`src/hw/rtl/sit_pkg.sv`:
```
`timescale 1ns / 1ps
// ----------------------------------------------------------------------------
// sit_pkg
// Types, widths and codes shared by the segment intersection pipeline.
// ----------------------------------------------------------------------------
package sit_pkg;

    localparam int COORD_WIDTH = 24;
    localparam int BOX_TOL_W   = 23;
    localparam int COL_TOL_W   = 48;
    localparam int CFG_INDEX_W = 8;

    // Derived datapath widths.
    localparam int DIFF_W  = COORD_WIDTH + 1;
    localparam int PROD_W  = 2 * DIFF_W;
    localparam int CMP_W   = ((PROD_W + 1 > COL_TOL_W + 1) ? PROD_W + 1 : COL_TOL_W + 1) + 1;
    localparam int BOUND_W = ((COORD_WIDTH > BOX_TOL_W) ? COORD_WIDTH : BOX_TOL_W) + 2;

    localparam logic [CFG_INDEX_W-1:0] CFG_BOX_TOL = CFG_INDEX_W'(0);
    localparam logic [CFG_INDEX_W-1:0] CFG_COL_TOL = CFG_INDEX_W'(1);

    localparam logic [BOX_TOL_W-1:0] BOX_TOL_RESET = BOX_TOL_W'(410);
    localparam logic [COL_TOL_W-1:0] COL_TOL_RESET = COL_TOL_W'(1677722);

    typedef logic signed [COORD_WIDTH-1:0] coord_t;

    typedef struct packed {
        coord_t x;
        coord_t y;
    } point_t;

    typedef struct packed {
        coord_t first_start_x;
        coord_t first_start_y;
        coord_t first_end_x;
        coord_t first_end_y;
        coord_t second_start_x;
        coord_t second_start_y;
        coord_t second_end_x;
        coord_t second_end_y;
    } seg_pair_t;

    typedef struct packed {
        logic       intersects;
        logic [2:0] decided_by;
    } result_t;

    typedef struct packed {
        logic [BOX_TOL_W-1:0] box_tol;
        logic [COL_TOL_W-1:0] col_tol;
    } tol_t;

    typedef struct packed {
        logic load1;
        logic load2;
        logic load3;
    } pipe_en_t;

    typedef enum logic [1:0] {
        ORIENT_COLLINEAR = 2'd0,
        ORIENT_CW        = 2'd1,
        ORIENT_CCW       = 2'd2
    } orient_t;

    typedef enum logic [2:0] {
        DEC_NONE         = 3'd0,
        DEC_CROSS        = 3'd1,
        DEC_P2_ON_FIRST  = 3'd2,
        DEC_Q2_ON_FIRST  = 3'd3,
        DEC_P1_ON_SECOND = 3'd4,
        DEC_Q1_ON_SECOND = 3'd5
    } decide_t;

endpackage

```
`src/hw/rtl/sit_orient.sv`:
```
`timescale 1ns / 1ps
// ----------------------------------------------------------------------------
// sit_orient
// Three-stage orientation of a point triple: differences, products, and the
// cross product compared against the collinear band.
// ----------------------------------------------------------------------------
module sit_orient
    import sit_pkg::*;
(
    input  logic                 clk,
    input  pipe_en_t             en,
    input  point_t               p,
    input  point_t               q,
    input  point_t               r,
    input  logic [COL_TOL_W-1:0] col_tol,
    output orient_t              orient
);

    logic signed [DIFF_W-1:0] dqy_reg, drx_reg, dqx_reg, dry_reg;
    logic signed [DIFF_W-1:0] dqy_next, drx_next, dqx_next, dry_next;
    logic signed [PROD_W-1:0] prod_a_reg, prod_b_reg;
    logic signed [PROD_W-1:0] prod_a_next, prod_b_next;
    logic signed [CMP_W-1:0]  xprod;
    logic signed [CMP_W-1:0]  tol_pos;
    logic signed [CMP_W-1:0]  tol_neg;
    orient_t                  orient_reg;
    orient_t                  orient_next;

    function automatic logic signed [DIFF_W-1:0] sx(input coord_t v);
        sx = $signed({v[COORD_WIDTH-1], v});
    endfunction

    always_comb
    begin
        dqy_next = sx(q.y) - sx(p.y);
        drx_next = sx(r.x) - sx(q.x);
        dqx_next = sx(q.x) - sx(p.x);
        dry_next = sx(r.y) - sx(q.y);
    end

    always_comb
    begin
        prod_a_next = dqy_reg * drx_reg;
        prod_b_next = dqx_reg * dry_reg;
    end

    always_comb
    begin
        xprod   = $signed({{(CMP_W-PROD_W){prod_a_reg[PROD_W-1]}}, prod_a_reg})
                - $signed({{(CMP_W-PROD_W){prod_b_reg[PROD_W-1]}}, prod_b_reg});
        tol_pos = $signed({{(CMP_W-COL_TOL_W){1'b0}}, col_tol});
        tol_neg = -tol_pos;
        if (xprod > tol_pos)
        begin
            orient_next = ORIENT_CW;
        end
        else if (xprod < tol_neg)
        begin
            orient_next = ORIENT_CCW;
        end
        else
        begin
            orient_next = ORIENT_COLLINEAR;
        end
    end

    always_ff @(posedge clk)
    begin
        if (en.load1)
        begin
            dqy_reg <= dqy_next;
            drx_reg <= drx_next;
            dqx_reg <= dqx_next;
            dry_reg <= dry_next;
        end
        if (en.load2)
        begin
            prod_a_reg <= prod_a_next;
            prod_b_reg <= prod_b_next;
        end
        if (en.load3)
        begin
            orient_reg <= orient_next;
        end
    end

    assign orient = orient_reg;

endmodule

```
`config.mk`:
```
export PLATFORM = sky130hd
export DESIGN_NAME = sit_orient
export DESIGN_NICKNAME = d
export VERILOG_FILES = /design/src/hw/rtl/sit_pkg.sv /design/src/hw/rtl/sit_orient.sv
export SDC_FILE = /design/constraint.sdc
export NUM_CORES = 2
export LEC_CHECK = 0
export BUFFER_PORTS_ARGS = -buffer_cell sky130_fd_sc_hd__buf_2
export CORE_MARGIN = 3
export CORE_UTILIZATION = 55
export CTS_BUF_LIST = sky130_fd_sc_hd__clkbuf_4
export DETAILED_ROUTE_END_ITERATION = 10
export GPL_TIMING_DRIVEN = 1
export PLACE_DENSITY = 0.72
export SYNTH_ARGS = -nofsm -noshare
export SYNTH_HDL_FRONTEND = slang
export SYNTH_SLANG_ARGS = --single-unit
```
`constraint.sdc`:
```
create_clock -name clk -period 10.3 [get_ports clk]
set_clock_uncertainty 0.05 [all_clocks]
set_input_delay 2.06 -clock clk [delete_from_list [all_inputs] [get_ports clk]]
set_output_delay 2.06 -clock clk [all_outputs]
set_load 0.05 [all_outputs]
```
==> reports/metrics.cfg <==
[floorplan]
start_util_pct=55.8
core_um2=111000
die_y_um=342
die_w_um=342
io_pins=198
rows=122
dieArea_um2=117000

[placed_design]
numPortBuffers=197
pre_cts_ws_ns=1.19
dpl.cell_count=8156
dp_hpwl_um=146000
post_dp_cell_area_um2=64600
place_congestion=0.974

[finish]
drive_above_1_share_pct=5.98
area_growth_pct=5.43
fill_cells=9629
seqCellArea_um2=6070
nNetsFinal=8783
multi_input_area_um2=49500
final_area_um2=65400
stdcell_count=8286

[cts]
clock_tree.buffer_depth=3
hold_buffers=0
clk_latency_ns=0.87
cts.repair.resized=0
cts_num_sinks=202
clk_pin_slew_ns=0.06
cts_htree_levels=3
cts_setup_buffers=0
clock-root-buffer=clkbuf_4
cts_tree=built
numCtsBuffers=68

[setup_path]
worstPathRequired_ns=10.86
cp.depth=20
startpoint_type=primary input
critPathTopFamily=simple AND/OR/NAND/NOR gates
cp_slowest_cell=nor4_1
crit_type=primary input to register
r2r_cells=26
endpoint_kind=register
crit_buf_inv=1
crit_path_max_fanout=7
cp_slowest_stage_delay_ns=0.80
worstPathCellList=buf_2, or4_1, nor3_1, nand3_1, or4_1, nor4_2, nand2_1, nor3_1, nand2_1, nor4_1, xnor2_1, ha_1, and4_1, nand4_1, nor4_1, nand4_1, a31oi_1, or3_1, mux2_2, nor2_1
cp.arrival_ns=9.14

[synthesis]
synth_common_cells=inv_1 (1487), fa_1 (1321), nand2_1 (719), and2_1 (620), ha_1 (528)
syn_nets=8683
yosysMostFrequentCell=inv_1
seq_area_frac_synth_pct=9.77
synthCells=6638
ys_types=73
ys_ff_latch=202
yosys_warnings=0
avgSynthCellArea_um2=9.35
synth_edf_count=202
yosysTopAreaCellShare_pct=42.6
syn-cell-area_um2=62100
yosysTopAreaCell=fa_1
ys.flop_type=edfxtp_1
synthTopCellsByArea=fa_1 (43%), ha_1 (11%), edfxtp_1 (9.8%), inv_1 (9.0%), and2_1 (6.2%)
ys_async_sr_fraction_pct=0

[grt]
overflow=0
first_global_vias=49530
grt_max_degree=53
grt_pass1_wl_um=279000
antenna_found_initial=25
grt_usage_pct=31.2

[status]
status=finished clean

[route]
vias=46541
wl_per_cell_um=21.2
drc_errors=0
via_per_inst=5.62
first_pass_iters=6
wl_met2_um=80600
wl_um=176000
top_layer=met5
ant_nets=0
wl_met3_um=14800
dr.first_iter.drc_count=3637
m1WireLength_um=71800

[min_path]
min_path_cells=2
worst_hold_path_type=register to register

[timing]
fmax_ghz=0.117
tightest_slew_ns=1.19
setup_tns_ns=0
period_needed_ns=8.57
setup_viol=0
rsz0062_at_grt=false
drv_slew=0
hold_viol_final=0
slew_headroom_pct=20.8
setup_slack_ns=1.73
min_period_over_period_pct=83.2

[job]
maxCapViolCount=0

==> cells by family after synthesis <==
group	synth area share (%)
compound gates	7.51
xor+xnor	3.81
fa+ha+maj	53.3
buf+inv	10.5
flops	9.77
mux	0.0504
simple gates	15.1
==> metal layers <==
layer,global-route usage [%],vias up
li1,-,20586
met1,42.9,23618
met2,49.2,1918
met3,5.42,401
met4,12.8,18
met5,0,-
==> layout make-up <==
class | count | area share, %
inverters | 1489 | 8.54
repair buffers | 271 | 2.36
well taps | 1488 | 2.85
flip-flops and latches | 202 | 9.27
clock inverters | 22 | 0.174
multi-input cells | 4706 | 75.7
diodes | 12 | 0.0459
clock buffers | 96 | 1.10
==> tightest hold or removal path: stages, from the launching register on <==
cell and delay (ns):
edfxtp_1 0.33, buf_4 0.30, and2_1 0.18
==> metrics by stage <==
step                utilization (%)  hold WS [ns]
floorplan                         -         0.556
global placement               58.0         0.840
detailed placement             58.0         0.857
CTS                            58.8         0.851
global route                   58.8         0.878
finish                         58.8         0.843
==> cells in the final DEF (no fill, tap or decap), types with 15 or more instances in the layout <==
cell type / n
inv_1: 1487
fa_1: 1321
nand2_1: 719
and2_1: 620
ha_1: 528
a21oi_1: 216
xnor2_1: 216
edfxtp_1: 202
buf_2: 195
nor2_1: 176
o21ai_0: 130
a21o_1: 112
clkbuf_4: 96
buf_4: 76
nand3_1: 55
xor2_1: 54
nor3_1: 50
nor2b_1: 49
o21a_1: 48
nand2b_1: 44
nand4_1: 38
o21bai_1: 34
a211oi_1: 25
and3_1: 24
a31oi_1: 23
o211ai_1: 20
nor4_1: 16
clkinv_1: 15
==> worst paths after layout <==
path	slack [ns]	startpoint	endpoint
setup / recovery	1.73	col_tol[3]	orient[1]
hold / removal	0.84	drx_reg[0]	prod_a_reg[0]
setup reg to reg	1.78	dqy_reg[13]	prod_a_reg[42]
hold reg to reg	0.84	drx_reg[0]	prod_a_reg[0]
Power is left out: the tool's default activity adds up to more than one toggle a clock period on the data nets, which glitch-free logic cannot reach.
